--- config.mk ---
export PLATFORM = sky130hd
export DESIGN_NAME = tgsp_packer
export DESIGN_NICKNAME = d
export VERILOG_FILES = /design/src/rtl/core/tgsp_pkg.sv /design/src/rtl/core/tgsp_packer.sv
export SDC_FILE = /design/constraint.sdc
export NUM_CORES = 1
export LEC_CHECK = 0
export ABC_CLOCK_PERIOD_IN_PS = 2550
export BUFFER_PORTS_ARGS = -buffer_cell sky130_fd_sc_hd__clkbuf_2
export CORE_MARGIN = 1.5
export CORE_UTILIZATION = 50
export CTS_CLUSTER_DIAMETER = 50
export DETAILED_ROUTE_END_ITERATION = 10
export PLACE_DENSITY = 0.76
export SETUP_SLACK_MARGIN = 0.15
export SYNTH_ARGS = -nofsm -noshare
export SYNTH_HDL_FRONTEND = slang
export SYNTH_SLANG_ARGS = --single-unit
--- constraint.sdc ---
create_clock -name clock -period 2.55 [get_ports clock]
set_clock_uncertainty 0.2 [all_clocks]
set_input_delay 0.255 -clock clock [delete_from_list [all_inputs] [get_ports clock]]
set_output_delay 0.255 -clock clock [all_outputs]
set_load 0.01 [all_outputs]
--- src/rtl/core/tgsp_pkg.sv ---
package tgsp_pkg;

   localparam int CODE_W     = 8;
   localparam int ROW_W      = 3;
   localparam int SCAN_W     = 4;
   localparam int MARGIN_W   = 4;
   localparam int HEIGHT_W   = 5;
   localparam int CSR_ADDR_W = 3;
   localparam int CSR_DATA_W = 32;

   localparam logic [MARGIN_W-1:0] TOP_MARGIN_RESET  = 4'd3;
   localparam logic [HEIGHT_W-1:0] CELL_HEIGHT_RESET = 5'd14;

   // Register selects, taken from paddr[2]
   localparam logic REG_TOP_MARGIN  = 1'b0;
   localparam logic REG_CELL_HEIGHT = 1'b1;

   typedef enum logic {
      CMD_FONT_WRITE = 1'b0,
      CMD_RENDER     = 1'b1
   } cmd_type;

   typedef struct packed {
      logic blank;
      logic last;
   } render_info_type;

   typedef struct packed {
      logic [7:0] pixel_byte;
      logic       last_of_item;
      logic       end_of_scanline;
   } beat_type;

endpackage

--- src/rtl/core/tgsp_packer.sv ---
module tgsp_packer (
   input  logic                        clock,
   input  logic                        reset,
   input  logic                        load,
   input  tgsp_pkg::render_info_type   load_info,
   input  logic [7:0]                  glyph_data,
   output logic                        take_ready,
   input  logic                        out_ready,
   output logic                        out_valid,
   output tgsp_pkg::beat_type          out_beat
);

   logic                        s1_valid_ff, s1_valid_in;
   tgsp_pkg::render_info_type   s1_info_ff;
   logic [7:0]                  acc_ff, acc_in;
   logic [2:0]                  pend_ff, pend_in;
   logic                        o0_valid_ff, o0_valid_in;
   logic                        o1_valid_ff, o1_valid_in;
   tgsp_pkg::beat_type          o0_ff, o0_in;
   tgsp_pkg::beat_type          o1_ff, o1_in;

   logic [7:0]          glyph;
   logic [16:0]         stream;
   logic [3:0]          shift0;
   logic                two_beats;
   logic                pop;
   logic                advance;
   tgsp_pkg::beat_type  beat0, beat1;

   // Pending bits sit in the low end of acc_ff, ahead of the blank pixel
   assign glyph     = s1_info_ff.blank ? 8'h00 : glyph_data;
   assign stream    = {acc_ff, 1'b0, glyph};
   assign shift0    = {1'b0, pend_ff} + 4'd1;
   assign two_beats = (pend_ff == 3'd7) || s1_info_ff.last;

   always_comb begin
      beat0.pixel_byte      = 8'(stream >> shift0);
      beat0.last_of_item    = !two_beats;
      beat0.end_of_scanline = 1'b0;
      // Either a second full byte or the flush, padded on the right
      beat1.pixel_byte      = 8'(glyph << (3'd7 - pend_ff));
      beat1.last_of_item    = 1'b1;
      beat1.end_of_scanline = s1_info_ff.last;
   end

   assign pop     = o0_valid_ff && out_ready;
   assign advance = s1_valid_ff && (!o0_valid_ff || (pop && !o1_valid_ff));

   always_comb begin
      s1_valid_in = s1_valid_ff;
      acc_in      = acc_ff;
      pend_in     = pend_ff;
      o0_valid_in = o0_valid_ff;
      o1_valid_in = o1_valid_ff;
      o0_in       = o0_ff;
      o1_in       = o1_ff;
      if (advance) begin
         s1_valid_in = 1'b0;
         acc_in      = glyph;
         pend_in     = two_beats ? 3'd0 : pend_ff + 3'd1;
         o0_valid_in = 1'b1;
         o0_in       = beat0;
         o1_valid_in = two_beats;
         o1_in       = beat1;
      end else if (pop) begin
         o0_valid_in = o1_valid_ff;
         o0_in       = o1_ff;
         o1_valid_in = 1'b0;
      end
      if (load) begin
         s1_valid_in = 1'b1;
      end
   end

   always_ff @(posedge clock) begin
      if (reset) begin
         s1_valid_ff <= 1'b0;
         acc_ff      <= 8'h00;
         pend_ff     <= 3'd0;
         o0_valid_ff <= 1'b0;
         o1_valid_ff <= 1'b0;
      end else begin
         s1_valid_ff <= s1_valid_in;
         acc_ff      <= acc_in;
         pend_ff     <= pend_in;
         o0_valid_ff <= o0_valid_in;
         o1_valid_ff <= o1_valid_in;
      end
   end

   always_ff @(posedge clock) begin
      o0_ff <= o0_in;
      o1_ff <= o1_in;
      if (load) begin
         s1_info_ff <= load_info;
      end
   end

   // Hold new items while the stage owns the read data and cannot move
   assign take_ready = !s1_valid_ff || advance;
   assign out_valid  = o0_valid_ff;
   assign out_beat   = o0_ff;

endmodule

* Yosys cells after proc, flatten, opt, wreduce, memory -nomap -nowiden
Cells that the tools add are included.
Storage, ports and cells: register bits after elaboration 35, bits of input ports 14, output and inout port bits 12, logic and storage cells 40
Cells by class: add/subtract/negate cells 3, equality and inequality tests 1, shift-type cells 2, multiplexer cells 10, reduce and logical (&&, ||, !) cells 12
Operator list (number):
- 10-bit two-way mux | 2
- 17-bit by 4-bit right shift with 8-bit output | 1
- 8-bit two-way mux | 1
- 8-bit by 3-bit left shift with 8-bit output | 1
- 1-bit two-way mux | 6
- 3-bit by 1-bit adder with 4-bit output, second input constant | 1
- 1-bit logical NOT | 4
- 2-bit nonzero test | 2
- 3-bit by 1-bit adder with 3-bit output, second input constant | 1
- 3-bit equality test, second input constant | 1
- 1-bit logical AND | 3
- 1-bit logical OR | 3
- 3-bit two-way mux | 1
- 3-bit subtractor, first input constant | 1

* Logic depth before layout (Yosys ltp)
depth after elaboration 6, mapped depth 7, mapped depth without buffers 5

* Least setup slack after synthesis
OpenSTA, ideal clock, no wires.
path type register to register, start register pend_ff[0], end register o0_ff (netlist bit out_beat[3]), data pin, arrival 1.260 ns, data required time 2.089 ns, setup slack 0.830 ns, cell stages (with the launch flop) 6, cell sequence dfxtp_1 buf_6 buf_6 mux2i_1 o22ai_1 a221o_1
RTL lines:
- from (decl) | line tgsp_packer.sv:16 | logic [2:0] pend_ff, pend_in;
- from (signal assigned) | line tgsp_packer.sv:85 | pend_ff <= pend_in;
- to (signal assigned) | line tgsp_packer.sv:92 | o0_ff <= o0_in;
- to (decl) | line tgsp_packer.sv:19 | tgsp_pkg::beat_type o0_ff, o0_in;

==> flow_summary.yaml <==
floorplan:
  dieArea_sq_mm: 0.00410
  ioPinCount: 26
  start_util: 0.541
  die_h_um: 64.0
  die_w_um: 64.0
  core_sq_mm: 0.00344
  row_count: 21
synthesis:
  syn-cell-area_sq_mm: 0.00186
  syn_avg_cell_area_sq_um: 10.3
  synth_nets: 197
  synth-edff-count: 20
  postSynthCellCount: 181
  yosysSeqAreaShare: 0.473
  yosys_register_bits: 34
  synth_ff_type: "edfxtp_1"
  yosysWarningCount: 0
  async_flop_share: 0
  yosys.cell_types.count: 42
critical_path:
  worstSetupPathType: "reg -> reg"
  slowest_stage: "dfxtp_1"
  critPathTopFamily: "flip-flops"
  crit_required_ns: 2.39
  crit_fanout: 17
  critPathLaunchType: "register"
  slowest_delay_ns: 0.69
  critPathArrivalTime_ns: 1.96
  worstPathCellList: "mux2i_1 -> a21oi_1 -> and3_1 -> a221o_1"
  critical_path_buf_inv_count: 0
  endpoint_kind: "register"
drt:
  drtIter0Drc: 64
  route.vias.total: 1510
  drt-wirelength-per-cell_um: 15.6
  wl_mm: 3.98
  ant_nets: 0
  first_pass_iters: 4
  drcViolationCount: 0
  vias_per_cell: 5.92
clock_network:
  numCtsBuffers: 5
  clock-sinks: 34
  clock_latency_ns: 0.29
  clk_transition_reported_paths_ns: 0.07
  htreeDepth: 2
  tritoncts: "done"
  cts_buffer_depth: 2
  cts_root_buffer: "clkbuf_8"
placement:
  place_ws_ns: 0.488
  portBuffers: 25
  dp_hpwl_mm: 2.96
  place.gp.congestion: 0.972
sta:
  finalHoldViolCount: 0
  timing.slew.headroom: 0.567
  rsz0062_at_grt: "no"
  final.setup.tns_ns: 0
  fin_hold_ws_ns: 0.0787
  finalSetupViolations: 0
  worst_slew_pin_slew_ns: 0.650
  setup_ws_ns: 0.429
  period_share: 0.832
  achievable-frequency_ghz: 0.471
  period_needed_ns: 2.12
  report.final.slew_viol_count: 0
global_routing:
  grt_pass1_vias: 1422
  grt_overflow: 0
  grt_start_max_net_pins: 20
  grt_usage: 0.211
  antenna_found_initial: 0
  grt_pass1_wl_mm: 6.57
job:
  max-cap-violations: 0
power:
  ir_drop_v: 0.000365
  p_sw_uw: 307
  power.density_mw_per_mm2: 640
  p_int_mw: 1.06
  pwr-share-clk: 0.436
  leakage_nw: 0.805
  seq_power_share: 0.462
  power_frac_comb: 0.102
  sw_frac_of_total: 0.224
outcome:
  status: "finished, final reports clean"
cells_and_area:
  syn_to_final_growth_pct: 14.9
  fin_nets: 224
  insertedDiodeCount: 0
  drive_above_1_share: 0.230
worst_hold_path:
  min_path_type: "in -> reg"
==> worst paths after layout <==
path                      end  cells past startpoint     startpoint  slack, ns
setup / recovery  out_beat[5]                      4     pend_ff[1]       0.43
hold / removal      acc_ff[1]                      3  glyph_data[1]       0.08
setup reg to reg  out_beat[5]                      4     pend_ff[1]       0.43
hold reg to reg     acc_ff[6]                      2      acc_ff[6]       0.26
==> cell usage in the layout (no fill, tap or decap), types with 2 or more instances in the layout <==
| cell type | count |
|---|---|
| clkbuf_2 | 25 |
| nand2_1 | 23 |
| edfxtp_1 | 20 |
| a21oi_1 | 18 |
| dfxtp_1 | 14 |
| mux2i_1 | 11 |
| nor2_1 | 11 |
| nand3_1 | 8 |
| nand3b_1 | 7 |
| inv_1 | 5 |
| o22ai_1 | 5 |
| mux2_2 | 5 |
| clkbuf_8 | 5 |
| a221o_1 | 4 |
| buf_4 | 4 |
| nand2b_1 | 3 |
| a211oi_1 | 3 |
| o21ai_0 | 3 |
| o31ai_1 | 3 |
| and3_1 | 3 |
| dlygate4sd3_1 | 3 |
| or2_2 | 2 |
| ha_1 | 2 |
| bufinv_16 | 2 |
==> cell families (layout without fill, tap and decap cells) <==
kind of cell / after synthesis / in the layout / synth area share
DFF: 34 / 34 / 0.473
adders and majority gates: 2 / 2 / 0.0134
muxes: 17 / 17 / 0.103
and+or+nand+nor: 65 / 65 / 0.181
buffers and inverters: 18 / 46 / 0.0678
AOI/OAI and AO/OA: 45 / 45 / 0.162
==> metrics by stage <==
step | instance area (sq um) | util | cells | total power, mW
2_1_floorplan | 1860 | - | 181 | 0.733
3_3_place_gp | 1970 | 0.573 | 244 | 0.772
3_5_place_dp | 1970 | 0.573 | 244 | 0.779
4_1_cts | 2140 | 0.622 | 255 | 1.38
5_1_grt | 2140 | 0.622 | 255 | 1.42
6_report | 2140 | 0.622 | 255 | 1.37
==> flip-flops by register name, summed over array words and instances, names as in the netlist <==
name         cells
out_beat        10
o1_ff            9
acc_ff           7
pend_ff          3
beat1            1
o1_valid_ff      1
out_valid        1
s1_info_ff       1
s1_valid_ff      1
==> power groups by stage <==
stage          clock network [mW]  registers (mW)  logic (mW)
3_3_place_gp                    0           0.643       0.129
5_1_grt                     0.632           0.636       0.151
3_5_place_dp                    0           0.645       0.133
4_1_cts                     0.607           0.633       0.138
2_1_floorplan                   0           0.641      0.0923
6_report                    0.598           0.633       0.139
==> repair_timing <==
action,4_1_cts,5_1_grt
gates resized for setup,0,0
hold buffers,3,0
hold endpoints to repair,4,0
setup buffers,0,0
==> synth_stat cells (2+ instances only) <==
cell,number,area share
nor2_1,11,0.022
nand3b_1,7,0.028
nand3_1,8,0.021
or2_2,2,0.0067
o22ai_1,5,0.017
edfxtp_1,20,0.32
nand2b_1,3,0.010
o21ai_0,3,0.0081
buf_2,3,0.0081
nand2_1,23,0.046
inv_1,5,0.010
clkbuf_1,3,0.0060
mux2_2,5,0.030
a21oi_1,18,0.048
and3_1,3,0.010
ha_1,2,0.013
buf_6,5,0.030
a221o_1,4,0.021
dfxtp_1,14,0.15
mux2i_1,11,0.059
a211oi_1,3,0.012
o31ai_1,3,0.012
==> per-layer routing <==
layer	wire length, um	vias up	track usage
li1	-	719	-
met1	1650	710	0.254
met2	1980	69	0.348
met3	265	12	0.0581
met4	87	0	0.0978
met5	0	-	0
==> final cells by class <==
cell class | instances | area, sq um
clock inverters | 3 | 68.8
multi-input cells | 129 | 856
repair buffers | 32 | 185
well taps | 46 | 57.6
clock buffers | 5 | 68.8
inverters | 6 | 23.8
fillers | 304 | 1300
flip-flops and latches | 34 | 881
==> worst reg2reg max path, delay by kind of cell (launching register included) <==
family           cells  cell delay, ns
AO/OA/AOI/OAI        2            0.42
flip-flops           1            0.69
multiplexers         1            0.33
AND/OR/NAND/NOR      1            0.23
(Power assumes the default switching activity.)
