File: src/rtl/core/tgsp_pkg.sv
package tgsp_pkg;

   localparam int CODE_W     = 8;
   localparam int ROW_W      = 3;
   localparam int SCAN_W     = 4;
   localparam int MARGIN_W   = 4;
   localparam int HEIGHT_W   = 5;
   localparam int CSR_ADDR_W = 3;
   localparam int CSR_DATA_W = 32;

   localparam logic [MARGIN_W-1:0] TOP_MARGIN_RESET  = 4'd3;
   localparam logic [HEIGHT_W-1:0] CELL_HEIGHT_RESET = 5'd14;

   // Register selects, taken from paddr[2]
   localparam logic REG_TOP_MARGIN  = 1'b0;
   localparam logic REG_CELL_HEIGHT = 1'b1;

   typedef enum logic {
      CMD_FONT_WRITE = 1'b0,
      CMD_RENDER     = 1'b1
   } cmd_type;

   typedef struct packed {
      logic blank;
      logic last;
   } render_info_type;

   typedef struct packed {
      logic [7:0] pixel_byte;
      logic       last_of_item;
      logic       end_of_scanline;
   } beat_type;

endpackage

File: src/rtl/core/tgsp_lookup.sv
module tgsp_lookup #(
   parameter int FONT_CHARS = 256,
   parameter int GLYPH_ROWS = 8,
   parameter int ADDR_W     = $clog2(FONT_CHARS * GLYPH_ROWS)
) (
   input  logic                            accept,
   input  logic                            cmd,
   input  logic [tgsp_pkg::CODE_W-1:0]     char_code,
   input  logic [tgsp_pkg::ROW_W-1:0]      glyph_row,
   input  logic [tgsp_pkg::SCAN_W-1:0]     scan_row,
   input  logic                            last_in_scanline,
   input  logic [tgsp_pkg::MARGIN_W-1:0]   top_margin,
   input  logic [tgsp_pkg::HEIGHT_W-1:0]   cell_height,
   output logic                            wr_en,
   output logic [ADDR_W-1:0]               wr_addr,
   output logic                            rd_en,
   output logic [ADDR_W-1:0]               rd_addr,
   output tgsp_pkg::render_info_type       info
);

   localparam logic [ADDR_W-1:0]             ROWS_A  = ADDR_W'(GLYPH_ROWS);
   localparam logic [tgsp_pkg::CODE_W:0]     CHARS_C = (tgsp_pkg::CODE_W + 1)'(FONT_CHARS);
   localparam logic [tgsp_pkg::SCAN_W:0]     ROWS_S  = (tgsp_pkg::SCAN_W + 1)'(GLYPH_ROWS);

   logic [tgsp_pkg::SCAN_W:0] offset;
   logic [ADDR_W-1:0]         char_base;
   logic                      code_ok;
   logic                      row_ok;

   assign char_base = ADDR_W'(char_code) * ROWS_A;
   assign code_ok   = {1'b0, char_code} < CHARS_C;

   // Top bit set means the scanline lies in the top margin
   assign offset = {1'b0, scan_row} - {1'b0, top_margin};
   assign row_ok = !offset[tgsp_pkg::SCAN_W]
                   && ({1'b0, offset[tgsp_pkg::SCAN_W-1:0]} < ROWS_S)
                   && ({1'b0, scan_row} < cell_height);

   assign wr_en   = accept && (cmd == tgsp_pkg::CMD_FONT_WRITE) && code_ok
                    && ({2'b00, glyph_row} < ROWS_S);
   assign wr_addr = char_base + ADDR_W'(glyph_row);

   assign rd_en   = accept && (cmd == tgsp_pkg::CMD_RENDER);
   assign rd_addr = char_base + ADDR_W'(offset[tgsp_pkg::SCAN_W-1:0]);

   assign info.blank = !(code_ok && row_ok);
   assign info.last  = last_in_scanline;

endmodule

File: config.mk
export PLATFORM = sky130hd
export DESIGN_NAME = tgsp_lookup
export DESIGN_NICKNAME = d
export VERILOG_FILES = /design/src/rtl/core/tgsp_pkg.sv /design/src/rtl/core/tgsp_lookup.sv
export SDC_FILE = /design/constraint.sdc
export NUM_CORES = 1
export LEC_CHECK = 0
export ABC_AREA = 0
export BUFFER_PORTS_ARGS = -buffer_cell sky130_fd_sc_hd__buf_4
export CAP_MARGIN = 40
export CORE_MARGIN = 2
export CORE_UTILIZATION = 32
export DETAILED_ROUTE_END_ITERATION = 8
export PLACE_DENSITY = 0.8
export SYNTH_ARGS = -nofsm -noshare
export SYNTH_HDL_FRONTEND = slang
export SYNTH_SLANG_ARGS = --single-unit
File: constraint.sdc
create_clock -name vclk -period 1.8
set_input_delay 0.09 -clock vclk [all_inputs]
set_output_delay 0.09 -clock vclk [all_outputs]
set_load 0.01 [all_outputs]
# Word-level counts from Yosys, hierarchy flattened
# Cells that the tools add are included.
dict set report word_totals {
  mem_bits_ro 0
  register_bits 0
  ram_bits 0
  wordCells 12
  latchBits 0
  inputBits 27
  n_memories 0
  out_inout_bits 26
}
dict set report classes {
  div_mod_pow 0
  reduce_logical 6
  bitwise 1
  n_lt_le_gt_ge 2
  n_shift 0
  muxes 0
  multipliers 0
  eq_ne 0
  n_addsub 3
}
# cell count
set op_table {}
lappend op_table {{11-bit by 3-bit adder with 11-bit output} 1}
lappend op_table {{11-bit by 4-bit adder with 11-bit output} 1}
lappend op_table {{4-bit by 5-bit less-than comparator with 1-bit output} 1}
lappend op_table {{4-bit by 4-bit subtractor with 5-bit output} 1}
lappend op_table {{1-bit logical AND} 4}
lappend op_table {{4-bit less-than comparator, second input constant} 1}
lappend op_table {{1-bit logical NOT} 2}
lappend op_table {{1-bit inverter} 1}

# Depth between registers and ports, before layout
# Gate-level depths: netlist of the first run.
dict set report depth {
  depth_word 5
  depth_mapped 11
  depth_no_buf 11
}

# Worst setup path after synthesis of the first run
# OpenSTA, ideal clock, no wires.
dict set report synth_path {
  path_kind {input-to-output}
  startpoint {input top_margin[1] (netlist bit)}
  endpoint {output rd_addr[9]}
  n_path_buf 0
  t_required_ns 1.710
  t_arrival_ns 1.773
  cell_stages 10
  slack_ns -0.063
  path_cell_list {inv_1 -> ha_1 -> a21o_1 -> a21oi_1 -> xnor2_1 -> ha_1 -> ha_1 -> and3_2 -> nand3_1 -> xnor2_1}
}
dict set report synth_via {
  elab_chain_cells 2
}
# element line_no
set synth_lines {}
lappend synth_lines {{start: declaration} tgsp_lookup.sv:12} ;# input logic [tgsp_pkg::MARGIN_W-1:0] top_margin,
lappend synth_lines {{4-bit by 4-bit subtractor with 5-bit output} tgsp_lookup.sv:34} ;# assign offset = {1'b0, scan_row} - {1'b0, top_margin};
lappend synth_lines {{11-bit by 4-bit adder with 11-bit output} tgsp_lookup.sv:44} ;# assign rd_addr = char_base + ADDR_W'(offset[tgsp_pkg::SCAN_W-1:0]);
lappend synth_lines {{end: declaration} tgsp_lookup.sv:17} ;# output logic [ADDR_W-1:0] rd_addr,
# Every way passes these cells.

# Final worst setup path of the first run
# Same ends and word-level chain as after synthesis.

==> reports/qor.yml, run 1 <==
io_buffers: 45
synth_cell_type_count: 22
io-pin-count: 53
grt_max_degree: 5
seq_area_frac_synth_pct: 0
multiInputGateArea_um2: 423
die_w_um: 42.1
tightest_slew_ns: 0.263
peakVddDrop_v: 0.000172
slew_violations: 0
maxSlewHeadroom_pct: 82.3
area_delta_synth_final_pct: 97.0
setup_slack_ns: -0.0601
ff_latch_area_um2: 0
grt_pass1_wl_mm: 2.19
nets: 143
failed_checks: "negative setup slack"
seq_cells: 0
diodes: 0
layout-drive-gt1-share_pct: 69.2
viasPerCell: 4.68
syn_inst: 60
met2_usage_pct: 30.9
cp.arrival_ns: 1.77
met1_usage_pct: 15.0
die_y_um: 42.1
fin_crit_sh_pct: 103
die_area_um2: 1780
crit_type: "primary input to output pin"
grt_pass1_vias: 517
outcome: "finished, violations left"
setup-violations-final: 4
fmax_ghz: 0.538
fin_util_pct: 68.8
first_pass_iters: 2
crit_path_start_kind: "primary input"
grt_antenna_before_repair: 0
cp_max_fo: 2
report.final.hold_viol_count: 0
required_ns: 1.71
gp_congestion: 0.769
drv_cap: 0
core_area_um2: 1330
drt_wl_total_mm: 1.32
hold_buffers: 0
place_inst: 117
fin_crit_ns: 1.86
cp-end-kind: "output pin"
synth_area_um2: 465
power.density_nw_per_um2: 309
fin_cells: 119
hold_path_class: "primary input to output pin"
grtUsageMet3_pct: 5.17
overflow: 0
nClkBuffers: 0
ys_warn_count: 0
n_fill_cell: 105
rsz0062_at_grt: "yes"
p_leak_nw: 0.487
syn_area_per_cell_um2: 7.76
drtAntennaViolNets: 0
placement_rows: 13
vias: 557
busiest_layer: "met2"
wl_per_cell_um: 11.1
syn_nets: 97
initial_core_util_pct: 34.9
remaining_drc_errors: 0
drtIter0Drc: 2
grt_util_all_layers_pct: 15.2
dpl.hpwl_mm: 1.15
-- critical path: stages --
cell and delay, ns:
buf_6 0.10, inv_4 0.05, ha_4 0.18, a21o_1 0.19, a21oi_2 0.13, xnor2_1 0.13, ha_2 0.23, ha_4 0.14
and3_4 0.18, nand3_2 0.08, xnor2_2 0.13, buf_4 0.14
-- where the power goes --
group | internal [W] | switching (W)
registers | 0 | 0
logic | 0.000163 | 0.000120
clock network | 0 | 0
-- logic make-up after synthesis --
group	share of synthesized area [%]
XOR/XNOR	15.1
AO/OA/AOI/OAI	13.7
buffers and inverters	27.4
AND/OR/NAND/NOR	15.3
adder cells (fa/ha/maj)	28.5
-- stage by stage --
step | hold WS (ns) | power, W | setup TNS, ns | area [um^2] | setup slack (ns)
3_3_place_gp | 0.180 | 0.000250 | -0.287 | 822 | -0.144
3_5_place_dp | 0.180 | 0.000257 | -0.467 | 822 | -0.206
2_1_floorplan | 0.226 | 0.000132 | 0 | 488 | 0.00294
4_1_cts | 0.180 | 0.000281 | -0.231 | 906 | -0.0813
6_report | 0.180 | 0.000284 | -0.145 | 917 | -0.0601
5_1_grt | 0.180 | 0.000312 | -0.701 | 917 | -0.192
-- timing repair --
| item | CTS | global route |
|---|---|---|
| endpoints found under the setup margin | 4 | 6 |
| pin swaps | 14 | 2 |
| gates resized for setup | 15 | 2 |
| setup buffers | 2 | 0 |
-- per-layer routing --
layer  wire length (um)  share of wire, %
met5                  0                 0
met3                180                14
met4                 10              0.76
met2                651                49
met1                473                36
-- final cells by class --
type	instances	share of cell area, %
Inverter	10	4.37
Multi-Input combinational cell	38	46.1
Timing Repair Buffer	56	47.5
Tap cell	15	2.05
-- path summary, 6_finish.rpt --
path                     startpoint          to  cells after the start
worst min-delay path   glyph_row[0]  wr_addr[0]                      0
worst max-delay path  top_margin[1]  rd_addr[9]                     12
-- layout by cell type (no fill, tap or decap) --
cell	synthesis	final
xnor2_2	0	2
o2111a_1	1	1
inv_4	0	1
nand3_2	1	2
a21oi_1	3	2
nand2_1	1	1
nand3_4	0	1
nor3_1	1	1
buf_6	0	4
nor4b_1	1	1
buf_4	12	52
ha_4	0	3
o21ai_0	1	1
a21oi_2	0	1
o32ai_1	1	1
inv_1	10	7
ha_1	9	5
nor2_4	0	1
fa_1	1	1
o41ai_2	1	1
a21o_1	1	1
xor2_1	4	4
ha_2	0	1
inv_2	0	2
nor2_1	2	2
nor2b_1	1	1
and3_4	0	1
xnor2_1	4	2
and2_1	1	1
-- Yosys cell counts --
cell,count,area [um^2]
nor2_2,1,6.26
o32ai_1,1,8.76
buf_4,12,90.1
a21o_1,1,7.51
nand3_2,1,10.0
inv_1,10,37.5
fa_1,1,20.0
ha_1,9,113
o2111a_1,1,11.3
nor4b_1,1,8.76
nor2_1,2,7.51
nor3_1,1,5.00
o41ai_2,1,16.3
xor2_1,4,35.0
nor2b_1,1,6.26
nand3_1,2,10.0
o21ai_0,1,5.00
and3_2,1,7.51
xnor2_1,4,35.0
a21oi_1,3,15.0
and2_1,1,6.26
nand2_1,1,3.75
Power figures use the tool's default switching activity.
==> run 2, diff against run 1 <==
CORE_AREA = 2 2 39 41   (was unset)
CORE_MARGIN = unset   (was 2)
CORE_UTILIZATION = unset   (was 32)
DIE_AREA = 0 0 41 43   (was unset)
PLACE_DENSITY = 0.83   (was 0.8)
clock period = 2.35 ns   (was 1.8 ns; I/O delays follow)
==> run 2 against run 1 <==
Net effect: the flow now finishes without violations; combinational power fell by 37%; count of clock-buffer cells in the layout unchanged; largest power group unchanged; design area shrank 19%; largest cell class is now multi-input combinational cells; non-clock buffer count decreased by 11; core utilization down 15 points; first-iteration DRC count down 100%; sequential cell count is the same.
==> reports/qor.yml, run 2 (synthesis results as in run 1) <==
drv_cap: 0  # unchanged
power.density_nw_per_um2: 240  # -22%
cp_max_fo: 3  # +1
peakVddDrop_v: 0.000135  # -21%
finalPower_w: 0.000178  # -37%
crit_path_start_kind: "primary input"
layout-drive-gt1-share_pct: 54.8  # -14 points
report.final.hold_viol_count: 0  # unchanged
cp.arrival_ns: 2.01  # +0.24 ns
grt_util_all_layers_pct: 12.4  # -2.7 points
grt_antenna_before_repair: 0  # unchanged
area_delta_synth_final_pct: 58.9
viasPerCell: 4.73  # +1.1%
fin_util_pct: 53.4  # -15 points
fin_crit_sh_pct: 90.3
drtIter0Drc: 0  # -2
maxSlewHeadroom_pct: 81.8  # -0.45 points
initial_core_util_pct: 33.6  # -1.3 points
die_area_um2: 1760  # -0.72%
io_buffers: 45  # unchanged
ff_latch_area_um2: 0  # unchanged
grt_pass1_wl_mm: 1.65  # -25%
setup-violations-final: 0  # -4
core_area_um2: 1380  # +3.8%
placement_rows: 14  # +1
rsz0062_at_grt: "no"
diodes: 0  # unchanged
p_leak_nw: 0.416  # -14%
dpl.hpwl_mm: 1.06  # -7.4%
gp_congestion: 0.613  # -20%
hold_path_class: "primary input to output pin"
wl_per_cell_um: 10.6  # -4.2%
overflow: 0  # unchanged
grt_pass1_vias: 439  # -15%
setup_slack_ns: 0.227  # +0.288 ns
pre_cts_ws_ns: 0.190  # +0.396 ns
vias: 516  # -7.4%
nClkBuffers: 0  # unchanged
fin_crit_ns: 2.12
drtAntennaViolNets: 0  # unchanged
tightest_slew_ns: 0.269  # +0.00577 ns
nets: 132  # -7.7%
required_ns: 2.23  # +0.52 ns
mostFrequentLayoutCell: "buf_4"
fin_hold_ws_ns: 0.235  # +0.0550 ns
remaining_drc_errors: 0  # unchanged
cp-end-kind: "output pin"
fmax_ghz: 0.471
final_cell_mix: "buf_4 (45), inv_1 (10), ha_1 (8)"
first_pass_iters: 1  # -1
tns_ns: 0  # +0.145 ns
die_y_um: 43  # +2.0%
die_w_um: 41  # -2.7%
crit_type: "primary input to output pin"
cts_setup_buffers: 0  # -2
grt_max_degree: 6  # +1
drt_wl_total_mm: 1.16  # -12%
hold_buffers: 0  # unchanged
slew_violations: 0  # unchanged
outcome: "finished, final reports clean"
seq_cells: 0  # unchanged
io-pin-count: 53  # unchanged
==> run 2: cell types whose count changed in the layout (fill, tap and decap cells not counted), moves of 3 or more <==
cell   delta
ha_4      -3
buf_4     -7
buf_6     -4
inv_1     +3
ha_1      +3
==> run 2: layout make-up <==
class / count / area, um^2
Fill cell: 145 / 644
Tap cell: 16 / 20.0
Inverter: 10 / 37.5
Multi-Input combinational cell: 38 / 344
Timing Repair Buffer: 45 / 338
==> run 2: path summary, 6_finish.rpt <==
path	from	to	slack, ns	depth (start not counted)
worst max-delay path	top_margin[1]	rd_addr[9]	0.23	12
worst min-delay path	glyph_row[2]	wr_addr[2]	0.24	0
==> run 2: per-layer routing <==
metal	up-vias	track usage, %	share of wire (%)
li1	254	-	-
met1	223	12.4	29
met2	39	25.6	56
met3	0	1.57	15
met4	0	0	0
met5	-	0	0
==> run 2: report_power, final <==
group	internal [W]	total [W]	leakage, nW	switching [W]
clock network	0	0	0	0
logic	0.0000989	0.000178	0.416	0.0000789
registers	0	0	0	0
total	0.0000989	0.000178	0.416	0.0000789
==> run 2: critical path: stages <==
cell and delay [ns]:
buf_4 0.11, inv_1 0.08, ha_1 0.23, a21o_1 0.22
a21oi_2 0.17, xnor2_1 0.13, ha_2 0.21, ha_1 0.17
and3_2 0.20, nand3_1 0.10, xnor2_1 0.14, buf_4 0.13
==> run 2: repair_timing <==
item	4_1_cts	5_1_grt
setup endpoints to repair	0	1
endpoints found under the hold margin	0	0
resized for setup	0	2
==> run 2: per-stage QoR <==
step	instances	area, um^2
2_1_floorplan	60	465
3_3_place_gp	109	733
3_5_place_dp	109	733
4_1_cts	109	733
5_1_grt	109	739
6_report	109	739
